## src/sv/rob_pkg.sv

```systemverilog
package rob_pkg;

    localparam int COORD_BITS  = 10;
    localparam int ADDR_BITS   = 22;
    localparam int PITCH_SHIFT = 2;

    localparam int PITCH_W  = COORD_BITS + PITCH_SHIFT;
    localparam int CORNER_W = 2 * COORD_BITS;
    localparam int PROD_W   = COORD_BITS + PITCH_W;
    localparam int SUM_W    = ((PROD_W > ADDR_BITS) ? PROD_W : ADDR_BITS) + 1;

    localparam int PIX_W     = 8;
    localparam int MODE_W    = 3;
    localparam int REG_IDX_W = 3;
    localparam int PADDR_W   = REG_IDX_W + 2;
    localparam int PDATA_W   = 32;

    // Raster modes.
    localparam logic [MODE_W-1:0] MODE_PUT         = 3'd0;
    localparam logic [MODE_W-1:0] MODE_PUT_KEEP    = 3'd1;
    localparam logic [MODE_W-1:0] MODE_OVERLAY_KEEP = 3'd2;
    localparam logic [MODE_W-1:0] MODE_OVERLAY     = 3'd3;
    localparam logic [MODE_W-1:0] MODE_OR          = 3'd4;
    localparam logic [MODE_W-1:0] MODE_AND_NOT     = 3'd5;
    localparam logic [MODE_W-1:0] MODE_PLANAR      = 3'd6;

    // Register indexes.
    localparam logic [REG_IDX_W-1:0] REG_MODE       = 3'd0;
    localparam logic [REG_IDX_W-1:0] REG_SRC_CORNER = 3'd1;
    localparam logic [REG_IDX_W-1:0] REG_DST_CORNER = 3'd2;
    localparam logic [REG_IDX_W-1:0] REG_SRC_PITCH  = 3'd3;
    localparam logic [REG_IDX_W-1:0] REG_DST_PITCH  = 3'd4;
    localparam logic [REG_IDX_W-1:0] REG_WIDTH      = 3'd5;
    localparam logic [REG_IDX_W-1:0] REG_HEIGHT     = 3'd6;

    localparam logic [COORD_BITS-1:0] SRC_PITCH_RESET = COORD_BITS'(320);
    localparam logic [COORD_BITS-1:0] DST_PITCH_RESET = COORD_BITS'(160);

    localparam logic REQ_START = 1'b0;
    localparam logic REQ_PIXEL = 1'b1;

    localparam logic [PIX_W-1:0] KEEP_BIT = 8'h40;

    typedef struct packed {
        logic [MODE_W-1:0]     mode;
        logic [CORNER_W-1:0]   src_corner;
        logic [CORNER_W-1:0]   dst_corner;
        logic [COORD_BITS-1:0] src_pitch;
        logic [COORD_BITS-1:0] dst_pitch;
        logic [COORD_BITS-1:0] rect_width;
        logic [COORD_BITS-1:0] rect_height;
    } rob_cfg_t;

    // Address of a corner: x plus y times the line pitch, wrapped.
    function automatic logic [ADDR_BITS-1:0] origin(
        input logic [CORNER_W-1:0] corner,
        input logic [PITCH_W-1:0]  pitch
    );
        logic [SUM_W-1:0] sum;
        sum = SUM_W'(corner[CORNER_W-1:COORD_BITS]) * SUM_W'(pitch)
            + SUM_W'(corner[COORD_BITS-1:0]);
        return sum[ADDR_BITS-1:0];
    endfunction

    function automatic logic [ADDR_BITS-1:0] addr_add(
        input logic [ADDR_BITS-1:0] base,
        input logic [PITCH_W-1:0]   offset
    );
        logic [SUM_W-1:0] sum;
        sum = SUM_W'(base) + SUM_W'(offset);
        return sum[ADDR_BITS-1:0];
    endfunction

endpackage

```

## src/sv/rob_regs.sv

```systemverilog
module rob_regs (
    input  logic                             clk,
    input  logic                             rst_n,
    input  logic                             psel,
    input  logic                             penable,
    input  logic                             pwrite,
    input  logic [rob_pkg::PADDR_W-1:0]      paddr,
    input  logic [rob_pkg::PDATA_W-1:0]      pwdata,
    output logic [rob_pkg::PDATA_W-1:0]      prdata,
    output logic                             pready,
    output rob_pkg::rob_cfg_t                cfg
);

    rob_pkg::rob_cfg_t                 cfg_reg;
    logic [rob_pkg::REG_IDX_W-1:0]     idx;
    logic                              wr;

    assign idx    = paddr[rob_pkg::PADDR_W-1:2];
    assign wr     = psel && penable && pwrite;
    assign pready = 1'b1;
    assign cfg    = cfg_reg;

    always_ff @(posedge clk or negedge rst_n)
    begin
        if (!rst_n)
        begin
            cfg_reg.mode        <= rob_pkg::MODE_PUT;
            cfg_reg.src_corner  <= '0;
            cfg_reg.dst_corner  <= '0;
            cfg_reg.src_pitch   <= rob_pkg::SRC_PITCH_RESET;
            cfg_reg.dst_pitch   <= rob_pkg::DST_PITCH_RESET;
            cfg_reg.rect_width  <= '0;
            cfg_reg.rect_height <= '0;
        end
        else if (wr)
        begin
            unique case (idx)
                rob_pkg::REG_MODE:
                    cfg_reg.mode <= pwdata[rob_pkg::MODE_W-1:0];
                rob_pkg::REG_SRC_CORNER:
                    cfg_reg.src_corner <= pwdata[rob_pkg::CORNER_W-1:0];
                rob_pkg::REG_DST_CORNER:
                    cfg_reg.dst_corner <= pwdata[rob_pkg::CORNER_W-1:0];
                rob_pkg::REG_SRC_PITCH:
                    cfg_reg.src_pitch <= pwdata[rob_pkg::COORD_BITS-1:0];
                rob_pkg::REG_DST_PITCH:
                    cfg_reg.dst_pitch <= pwdata[rob_pkg::COORD_BITS-1:0];
                rob_pkg::REG_WIDTH:
                    cfg_reg.rect_width <= pwdata[rob_pkg::COORD_BITS-1:0];
                rob_pkg::REG_HEIGHT:
                    cfg_reg.rect_height <= pwdata[rob_pkg::COORD_BITS-1:0];
                default:
                begin
                end
            endcase
        end
    end

    always_comb
    begin
        unique case (idx)
            rob_pkg::REG_MODE:       prdata = rob_pkg::PDATA_W'(cfg_reg.mode);
            rob_pkg::REG_SRC_CORNER: prdata = rob_pkg::PDATA_W'(cfg_reg.src_corner);
            rob_pkg::REG_DST_CORNER: prdata = rob_pkg::PDATA_W'(cfg_reg.dst_corner);
            rob_pkg::REG_SRC_PITCH:  prdata = rob_pkg::PDATA_W'(cfg_reg.src_pitch);
            rob_pkg::REG_DST_PITCH:  prdata = rob_pkg::PDATA_W'(cfg_reg.dst_pitch);
            rob_pkg::REG_WIDTH:      prdata = rob_pkg::PDATA_W'(cfg_reg.rect_width);
            rob_pkg::REG_HEIGHT:     prdata = rob_pkg::PDATA_W'(cfg_reg.rect_height);
            default:                 prdata = '0;
        endcase
    end

endmodule

```

## src/sv/rob_core.sv

```systemverilog
module rob_core (
    input  logic                                clk,
    input  logic                                rst_n,
    input  rob_pkg::rob_cfg_t                   cfg,
    input  logic                                in_valid,
    output logic                                in_stall,
    input  logic                                req_type,
    input  logic [rob_pkg::PIX_W-1:0]           src_pixel,
    input  logic [rob_pkg::PIX_W-1:0]           dst_pixel,
    output logic                                out_valid,
    input  logic                                out_stall,
    output logic [rob_pkg::ADDR_BITS-1:0]       write_addr,
    output logic [rob_pkg::PIX_W-1:0]           write_data,
    output logic                                write_enable,
    output logic [rob_pkg::ADDR_BITS-1:0]       next_src_addr,
    output logic [rob_pkg::ADDR_BITS-1:0]       next_dst_addr,
    output logic                                done_res
);

    localparam int AW = rob_pkg::ADDR_BITS;
    localparam int CW = rob_pkg::COORD_BITS;
    localparam int PW = rob_pkg::PITCH_W;
    localparam int XW = rob_pkg::PIX_W;

    // Input register.
    logic            s1_valid_reg;
    logic            s1_req_reg;
    logic [XW-1:0]   s1_src_reg;
    logic [XW-1:0]   s1_dst_reg;

    // Walk state.
    logic [CW-1:0]   col_reg, col_next;
    logic [CW-1:0]   rows_reg, rows_next;
    logic [AW-1:0]   sbase_reg, sbase_next;
    logic [AW-1:0]   dbase_reg, dbase_next;
    logic            active_reg, active_next;

    // Result register.
    logic            out_valid_reg;
    logic [AW-1:0]   waddr_reg, waddr_next;
    logic [XW-1:0]   wdata_reg, wdata_next;
    logic            we_reg, we_next;
    logic [AW-1:0]   nsrc_reg, nsrc_next;
    logic [AW-1:0]   ndst_reg, ndst_next;
    logic            done_reg, done_next;

    logic            out_free;
    logic            step;
    logic            accept;
    logic [PW-1:0]   eff_sp;
    logic [PW-1:0]   eff_dp;
    logic [CW-1:0]   x;
    logic [XW:0]     rop;

    // Combines one pixel pair; the top bit is the write enable.
    function automatic logic [XW:0] raster_op(
        input logic [rob_pkg::MODE_W-1:0] mode,
        input logic [XW-1:0]              s,
        input logic [XW-1:0]              d
    );
        logic          nz;
        logic [XW:0]   res;
        nz  = (s != '0);
        res = {1'b0, d};
        unique case (mode)
            rob_pkg::MODE_PUT_KEEP:
                res = {1'b1, s | (d & rob_pkg::KEEP_BIT)};
            rob_pkg::MODE_OVERLAY_KEEP:
                if (nz)
                    res = {1'b1, s | (d & rob_pkg::KEEP_BIT)};
            rob_pkg::MODE_OVERLAY:
                if (nz)
                    res = {1'b1, s};
            rob_pkg::MODE_OR:
                if (nz)
                    res = {1'b1, d | s};
            rob_pkg::MODE_AND_NOT:
                if (nz)
                    res = {1'b1, d & ~s};
            default:
                res = {1'b1, s};
        endcase
        return res;
    endfunction

    assign out_free = !out_valid_reg || !out_stall;
    assign step     = s1_valid_reg && out_free;
    assign in_stall = s1_valid_reg && !out_free;
    assign accept   = in_valid && !in_stall;

    assign eff_sp = (cfg.mode == rob_pkg::MODE_PLANAR)
                  ? (PW'(cfg.src_pitch) << rob_pkg::PITCH_SHIFT) : PW'(cfg.src_pitch);
    assign eff_dp = (cfg.mode == rob_pkg::MODE_PLANAR)
                  ? PW'(cfg.dst_pitch) : (PW'(cfg.dst_pitch) << rob_pkg::PITCH_SHIFT);

    assign x   = col_reg - 1'b1;
    assign rop = raster_op(cfg.mode, s1_src_reg, s1_dst_reg);

    always_comb
    begin
        col_next    = col_reg;
        rows_next   = rows_reg;
        sbase_next  = sbase_reg;
        dbase_next  = dbase_reg;
        active_next = active_reg;
        waddr_next  = '0;
        wdata_next  = '0;
        we_next     = 1'b0;

        if (s1_req_reg == rob_pkg::REQ_START)
        begin
            sbase_next  = rob_pkg::origin(cfg.src_corner, eff_sp);
            dbase_next  = rob_pkg::origin(cfg.dst_corner, eff_dp);
            col_next    = cfg.rect_width;
            rows_next   = cfg.rect_height;
            active_next = (cfg.rect_width != '0) && (cfg.rect_height != '0);
        end
        else if (active_reg && (col_reg != '0))
        begin
            waddr_next = rob_pkg::addr_add(dbase_reg, PW'(x));
            wdata_next = rop[XW-1:0];
            we_next    = rop[XW];
            col_next   = x;
            // Last column of the row: step both bases down one line.
            if (x == '0)
            begin
                rows_next  = rows_reg - 1'b1;
                sbase_next = rob_pkg::addr_add(sbase_reg, eff_sp);
                dbase_next = rob_pkg::addr_add(dbase_reg, eff_dp);
                col_next   = cfg.rect_width;
                if ((rows_next == '0) || (cfg.rect_width == '0))
                    active_next = 1'b0;
            end
        end

        if (active_next && (col_next != '0))
        begin
            nsrc_next = rob_pkg::addr_add(sbase_next, PW'(col_next - 1'b1));
            ndst_next = rob_pkg::addr_add(dbase_next, PW'(col_next - 1'b1));
            done_next = 1'b0;
        end
        else
        begin
            active_next = 1'b0;
            nsrc_next   = '0;
            ndst_next   = '0;
            done_next   = 1'b1;
        end
    end

    always_ff @(posedge clk or negedge rst_n)
    begin
        if (!rst_n)
        begin
            s1_valid_reg  <= 1'b0;
            out_valid_reg <= 1'b0;
            col_reg       <= '0;
            rows_reg      <= '0;
            sbase_reg     <= '0;
            dbase_reg     <= '0;
            active_reg    <= 1'b0;
        end
        else
        begin
            if (accept)
                s1_valid_reg <= 1'b1;
            else if (step)
                s1_valid_reg <= 1'b0;

            if (step)
                out_valid_reg <= 1'b1;
            else if (!out_stall)
                out_valid_reg <= 1'b0;

            if (step)
            begin
                col_reg    <= col_next;
                rows_reg   <= rows_next;
                sbase_reg  <= sbase_next;
                dbase_reg  <= dbase_next;
                active_reg <= active_next;
            end
        end
    end

    always_ff @(posedge clk)
    begin
        if (accept)
        begin
            s1_req_reg <= req_type;
            s1_src_reg <= src_pixel;
            s1_dst_reg <= dst_pixel;
        end
        if (step)
        begin
            waddr_reg <= waddr_next;
            wdata_reg <= wdata_next;
            we_reg    <= we_next;
            nsrc_reg  <= nsrc_next;
            ndst_reg  <= ndst_next;
            done_reg  <= done_next;
        end
    end

    assign out_valid     = out_valid_reg;
    assign write_addr    = waddr_reg;
    assign write_data    = wdata_reg;
    assign write_enable  = we_reg;
    assign next_src_addr = nsrc_reg;
    assign next_dst_addr = ndst_reg;
    assign done_res      = done_reg;

endmodule

```

## src/sv/raster_op_blitter_unit.sv

```systemverilog
// Channel   Direction  Handshake            Beat contents
// input     in         in_valid / in_stall  req_type, src_pixel, dst_pixel
// output    out        out_valid/out_stall  write_addr, write_data, write_enable,
//                                           next_src_addr, next_dst_addr, done_res
// config    in         APB psel/penable     mode .. rect_height at paddr 4*i
//
// Every input beat yields one output beat, loaded into the result register at the
// first edge after it is accepted at which the result register is free.
// One beat per cycle is sustained while out_stall is low; the walk-state update
// and the corner multiply are combinational and feed the result register directly.
// Reset clears the walk state and leaves the block idle; pitches reset to 320/160.
// An input beat is still taken while a result waits, until the input register fills.
module raster_op_blitter_unit (
    input  logic                                clk,
    input  logic                                rst_n,
    input  logic                                psel,
    input  logic                                penable,
    input  logic                                pwrite,
    input  logic [rob_pkg::PADDR_W-1:0]         paddr,
    input  logic [rob_pkg::PDATA_W-1:0]         pwdata,
    output logic [rob_pkg::PDATA_W-1:0]         prdata,
    output logic                                pready,
    input  logic                                in_valid,
    output logic                                in_stall,
    input  logic                                req_type,
    input  logic [rob_pkg::PIX_W-1:0]           src_pixel,
    input  logic [rob_pkg::PIX_W-1:0]           dst_pixel,
    output logic                                out_valid,
    input  logic                                out_stall,
    output logic [rob_pkg::ADDR_BITS-1:0]       write_addr,
    output logic [rob_pkg::PIX_W-1:0]           write_data,
    output logic                                write_enable,
    output logic [rob_pkg::ADDR_BITS-1:0]       next_src_addr,
    output logic [rob_pkg::ADDR_BITS-1:0]       next_dst_addr,
    output logic                                done_res
);

    rob_pkg::rob_cfg_t cfg;

    rob_regs u_regs (
        .clk     (clk),
        .rst_n   (rst_n),
        .psel    (psel),
        .penable (penable),
        .pwrite  (pwrite),
        .paddr   (paddr),
        .pwdata  (pwdata),
        .prdata  (prdata),
        .pready  (pready),
        .cfg     (cfg)
    );

    rob_core u_core (
        .clk           (clk),
        .rst_n         (rst_n),
        .cfg           (cfg),
        .in_valid      (in_valid),
        .in_stall      (in_stall),
        .req_type      (req_type),
        .src_pixel     (src_pixel),
        .dst_pixel     (dst_pixel),
        .out_valid     (out_valid),
        .out_stall     (out_stall),
        .write_addr    (write_addr),
        .write_data    (write_data),
        .write_enable  (write_enable),
        .next_src_addr (next_src_addr),
        .next_dst_addr (next_dst_addr),
        .done_res      (done_res)
    );

endmodule

```

## config.mk

```make
export PLATFORM = sky130hd
export DESIGN_NAME = raster_op_blitter_unit
export DESIGN_NICKNAME = d
export VERILOG_FILES = /design/src/sv/rob_pkg.sv /design/src/sv/rob_regs.sv /design/src/sv/rob_core.sv /design/src/sv/raster_op_blitter_unit.sv
export SDC_FILE = /design/constraint.sdc
export NUM_CORES = 1
export LEC_CHECK = 0
export BUFFER_PORTS_ARGS = -buffer_cell sky130_fd_sc_hd__buf_2
export CAP_MARGIN = 20
export CORE_MARGIN = 4
export CORE_UTILIZATION = 30
export CTS_BUF_LIST = sky130_fd_sc_hd__clkbuf_16
export DETAILED_ROUTE_END_ITERATION = 8
export GPL_ROUTABILITY_DRIVEN = 0
export SLEW_MARGIN = 20
export SYNTH_ARGS = -nofsm -noshare
export SYNTH_HDL_FRONTEND = slang
export SYNTH_HIERARCHICAL = 1
export SYNTH_SLANG_ARGS = --single-unit
```

## constraint.sdc

```tcl
create_clock -name clk -period 10.3 [get_ports clk]
set_clock_uncertainty 0.15 [all_clocks]
set_input_delay 1.545 -clock clk [delete_from_list [all_inputs] [get_ports clk]]
set_output_delay 1.545 -clock clk [all_outputs]
set_load 0.02 [all_outputs]
```

==> results of run 1 <==
[worst reg2reg max path: cells and delay by family (launching register included)]
kind	cells	cell delay, ns
flops	1	0.60
simple gates	10	2.88
compound gates	4	0.92
buf+inv	6	0.66
xor+xnor	2	0.33
fa+ha+maj	7	3.08
[power breakdown]
group	switching, W	total [W]	internal (W)
logic	0.00259	0.00435	0.00177
registers	0.000340	0.00165	0.00131
clock network	0.000426	0.00105	0.000628
[how the worst min path moves through the flow]
stage,startpoint,cells after the start,endpoint
floorplan,u_core/s1_valid_reg,1,u_core/out_valid
global placement,u_core/sbase_reg[21],2,u_core/sbase_reg[21]
detailed placement,u_core/sbase_reg[21],2,u_core/sbase_reg[21]
CTS,u_core/sbase_reg[21],2,u_core/sbase_reg[21]
global route,u_core/s1_valid_reg,1,u_core/out_valid
finish,u_core/sbase_reg[21],2,u_core/sbase_reg[21]
[cells by family (layout without fill, tap and decap cells)]
| group | Yosys count | count (layout) | synth area share |
|---|---|---|---|
| simple gates | 883 | 883 | 0.181 |
| compound gates | 433 | 433 | 0.119 |
| buf+inv | 387 | 465 | 0.0649 |
| fa+ha+maj | 368 | 368 | 0.252 |
| flops | 243 | 243 | 0.276 |
| mux | 132 | 132 | 0.0627 |
| xor+xnor | 122 | 122 | 0.0451 |
| other cells | 2 | 17 | 0.000317 |
[through the flow]
stage                     std cells  hold WS, ns
final                          3703        0.354
after global routing           3699        0.382
after CTS                      3699        0.354
after detailed placement       3644        0.340
after global placement         3644        0.333
after floorplan                2581        0.307
[placed cells by master, fill, tap and decap left out, types with 21 or more instances in the layout]
cell type,synthesis,layout
a31oi_1,25,25
edfxtp_1,93,93
nor2b_1,25,24
mux2_2,109,109
nor2_1,182,182
a211oi_1,32,32
buf_2,14,143
xor2_1,55,55
a21o_1,35,35
and3_1,61,61
nand2_1,333,332
ha_1,187,187
a21oi_1,101,101
o21a_1,21,21
fa_1,181,181
o21ai_0,95,95
clkbuf_16,0,30
inv_1,251,259
nand3_1,34,33
dfrtp_1,146,146
xnor2_1,67,67
nor3_1,47,46
and2_1,83,83
[final cells by class]
class                           instances  area (sq um)
Multi-Input combinational cell       1951         15700
Timing Repair Buffer                  158           836
Fill cell                            8102         51500
Antenna cell                            4          10.0
Clock buffer                           30           751
Sequential cell                       243          6550
Tap cell                             1040          1300
Inverter                              252           948
Clock inverter                         25           231
[layer usage]
layer | share of wire | global-route usage | wire [um] | up-vias
met5 | 0.00048 | 0 | 32 | -
met1 | 0.42 | 0.195 | 27800 | 9328
met4 | 0.023 | 0.0336 | 1510 | 4
met3 | 0.038 | 0.0177 | 2560 | 84
li1 | - | - | - | 8896
met2 | 0.52 | 0.286 | 34600 | 391
==> results.ini, run 1 <==
[status]
status=completed

[logic_synthesis]
syn-cell-area_sq_um=23700
synthCells=2570
ys_warn_count=6
synth_cell_types=83
yosys-top-cells-area=dfrtp_1 15%, fa_1 15%, edfxtp_1 12%
synth.avg_cell_area_sq_um=9.22
synth_top_area_cell=dfrtp_1
synth_edf_count=93
seq_area_frac_synth=0.276
synth.most_common_cell=nand2_1
synth_top_area_share=0.154
synth_common_cells=333 x nand2_1, 251 x inv_1, 187 x ha_1
ys.flop_type=dfrtp_1
synthArstFlopShare=0.617
synth.ff_latch_count=243

[sta]
worst_pin_slew_ns=1.15
setup_tns_ns=0
setup_viol=0
setup_slack_ns=1.39
rsz0062_at_grt=false
maxSlewViolCount=0
slew_headroom=0.225
finalHoldViolations=0
fmax_mhz=112
period_needed_ns=8.91
finalCritPeriodShare=0.865

[min_path]
hold_path.class=register to register

[drt]
wl_mm=66.5
drt_pre_antenna_iters=5
viasPerCell=5.05
drc=0
wire_per_inst_um=17.9
via_count=18703
drtIter0Drc=1248
ant_nets=0

[die]
die_w_um=289
core_area_sq_um=77800
io_pins=172
rows=102
die_y_um=289
start_util=0.305
die_area_sq_um=83600

[global_routing]
grt_pass1_vias=18007
antenna_found_initial=11
grt-ovfl-total=0
grtUsageTotal=0.155
grt_start_max_net_pins=83
grt_pass1_wl_mm=103

[worst_setup_path]
rrSetupSlack_ns=1.39
critical-path-top-delay-family=adder cells
crit_required_ns=10.45
rr_endpoint=u_core/next_src_addr[19]
r2r-start=u_regs/cfg[82]
worstSetupEndpoint=u_core/next_src_addr[19]
cp.depth=29
cp-start-kind=register
cp-end-kind=register
critPathMaxStageDelay_ns=0.74
cpMaxStageDelayCell=nand3b_1
critPathKind=register to register
worst-path-buf-inv=6
ff2ff_path_depth=29
crit_arrival_ns=9.06
crit_start=u_regs/cfg[82]
cp_max_fo=22

[placed_design]
portBuffers=144
preCtsSetupSlack_ns=1.37
place_area_sq_um=25300
dp_hpwl_mm=51.1

[clock_network]
clock_path_buffers=3
clk_pin_slew_ns=0.06
cts_tree=yes
post_cts_buffers=0
cts_hold_buf=0
cts_resized=0
clkSinkCount=243
cts_buffers=30
cts-root-buf=clkbuf_16
clkLatencyLatePin_ns=0.58
htreeDepth=1

[pwr]
max-vdd-ir-drop_v=0.000152
p_leak_nw=12.4
total_power_w=0.00706
power_density_nw_per_um2=268

[flow_run]
cap_violations=0

[layout]
drive_above_1_share=0.135
design_area_sq_um=26300
syn2layout_area_growth_pct=11.0
nets=3065
largest_reg_flops=83
final_util=0.338

Power figures use the tool's default switching activity.
==> run 2: changes to the inputs <==
==> constraint.sdc (replaced) <==
create_clock -name clk -period 8 [get_ports clk]
set_clock_uncertainty 0.15 [all_clocks]
set_input_delay 1.2 -clock clk [delete_from_list [all_inputs] [get_ports clk]]
set_output_delay 1.2 -clock clk [all_outputs]
set_load 0.02 [all_outputs]
==> run 2 against run 1 <==
- via count is 0.42% lower
- critical path depth shrank 5
- clock power is 42% higher
- power up 32%
- wire length rose by 0.55%
- non-clock buffer count increased by 41
- first-iteration DRC count up 4.1%
- final cell count up 1.3%
- die area did not move
- sequential power grew 27%
- sequential cell count is the same
- critical path type unchanged
==> results.ini, run 2 (synthesis results as in run 1) <==
[worst_setup_path]
cpMaxStageDelayCell=fa_1
cp-start-kind=register
critPathKind=register to register
critPathMaxStageDelay_ns=0.58
rrSetupSlack_ns=0.36
crit_required_ns=8.13
cp_max_fo=42
crit_arrival_ns=7.77
cp-end-kind=register
cpMostUsedCell=fa_1
cp_cell_sequence=nor3b_2 -> buf_12 -> nand2_1 -> nand2_1 -> buf_4 -> and2_1 -> fa_1 -> fa_1 -> fa_1 -> fa_1 -> inv_1 -> fa_1 -> inv_1 -> ha_1 -> and4_1 -> a31oi_1 -> nand2_1 -> a211oi_2 -> mux2_2 -> a31o_2 -> or3_1 -> nand2b_1 -> nor4b_2 -> mux2_2

[clock_network]
clkLatencyLatePin_ns=0.55
post_cts_buffers=0
clock_path_buffers=3
cts-root-buf=clkbuf_16
cts_hold_buf=0
cts_tree=yes
clkSinkCount=243
cts_buffers=34
htreeDepth=2
clk_pin_slew_ns=0.06

[sta]
period_needed_ns=7.64
fmax_mhz=131
rsz0062_at_grt=false
setup_tns_ns=0
worst_pin_slew_ns=0.956
setup_viol=0
slew_headroom=0.361
finalCritPeriodShare=0.955
finalHoldViolations=0
maxSlewViolCount=0

[layout]
final_common_cell=nand2_1
syn2layout_area_growth_pct=13.1
largest_reg_flops=83
nets=3110
fillers=8119
final_util=0.344
drive_above_1_share=0.154
most-common-layout-cells=327 x nand2_1, 261 x inv_1, 187 x ha_1, 182 x nor2_1, 181 x fa_1

[pwr]
total_power_w=0.00935
p_leak_nw=12.7
max-vdd-ir-drop_v=0.000148
power_density_nw_per_um2=349

[global_routing]
grt_start_max_net_pins=71
antenna_found_initial=7
grt-ovfl-total=0
grt_pass1_vias=18580
grt_pass1_wl_mm=105
grtUsageTotal=0.158

[min_path]
hold_path.class=register to register

[placed_design]
dp_hpwl_mm=52.3
portBuffers=144

[die]
rows=102
io_pins=172
die_w_um=289
die_area_sq_um=83600
start_util=0.305
core_area_sq_um=77800
die_y_um=289

[drt]
drt_pre_antenna_iters=5
wire_per_inst_um=17.8
ant_nets=0
drtIter0Drc=1299
drc=0
viasPerCell=4.97
via_count=18625
wl_mm=66.8

[status]
status=completed

[flow_run]
cap_violations=0

[run 2: final cells by class]
class	instances	area, sq um	share of cell area
Multi-Input combinational cell	1951	15700	0.587
Sequential cell	243	6550	0.244
Tap cell	1040	1300	0.0485
Timing Repair Buffer	199	1150	0.0430
Inverter	252	948	0.0354
Clock buffer	34	851	0.0317
Clock inverter	28	260	0.00971
Antenna cell	3	7.51	0.000280
[run 2: timing repair]
| action | 4_1_cts | 5_1_grt |
|---|---|---|
| gates resized for setup | 0 | 14 |
| setup endpoints to repair | 0 | 15 |
| endpoints found under the hold margin | 0 | 0 |
[run 2: final timing paths]
| check | start | end | depth (start not counted) |
|---|---|---|---|
| setup reg to reg | u_regs/cfg[80] | u_core/next_dst_addr[20] | 24 |
| setup / recovery | u_regs/cfg[80] | u_core/next_dst_addr[20] | 24 |
| hold / removal | u_core/sbase_reg[21] | u_core/sbase_reg[21] | 2 |
| hold reg to reg | u_core/sbase_reg[21] | u_core/sbase_reg[21] | 2 |
| min in group asynchronous | rst_n | u_core/dbase_reg[18] | 1 |
| max in group asynchronous | rst_n | u_regs/cfg[62] | 2 |
[run 2: metal layers]
metal | track usage | part of all wire | vias up
met2 | 0.294 | 0.53 | 409
met1 | 0.191 | 0.40 | 9123
met3 | 0.0213 | 0.046 | 97
met4 | 0.0407 | 0.024 | 4
met5 | 0 | 0.00040 | -
li1 | - | - | 8992
[run 2: through the flow]
stage | area [sq um] | instances | setup WS, ns | hold slack, ns
floorplan | 23700 | 2581 | 0.472 | 0.307
global placement | 25600 | 3685 | 0.259 | 0.331
global route | 26800 | 3747 | 0.0115 | 0.379
finish | 26800 | 3750 | 0.361 | 0.352
detailed placement | 25600 | 3685 | 0.241 | 0.342
CTS | 26700 | 3747 | 0.181 | 0.354
[run 2: worst max-delay path, delay by kind of cell (launching register included)]
kind | cells | cell delay, ns
adder cells (fa/ha/maj) | 6 | 2.70
flip-flops | 1 | 0.50
multiplexers | 2 | 0.77
AND/OR/NAND/NOR | 9 | 1.89
AO/OA/AOI/OAI | 3 | 0.75
buffers and inverters | 4 | 0.56
[run 2: report_power, final]
part	internal (W)	total, W	switching, W	leakage (nW)
sequential	0.00169	0.00210	0.000413	2.81
clock	0.000883	0.00149	0.000609	0.577
combinational	0.00235	0.00576	0.00341	9.26
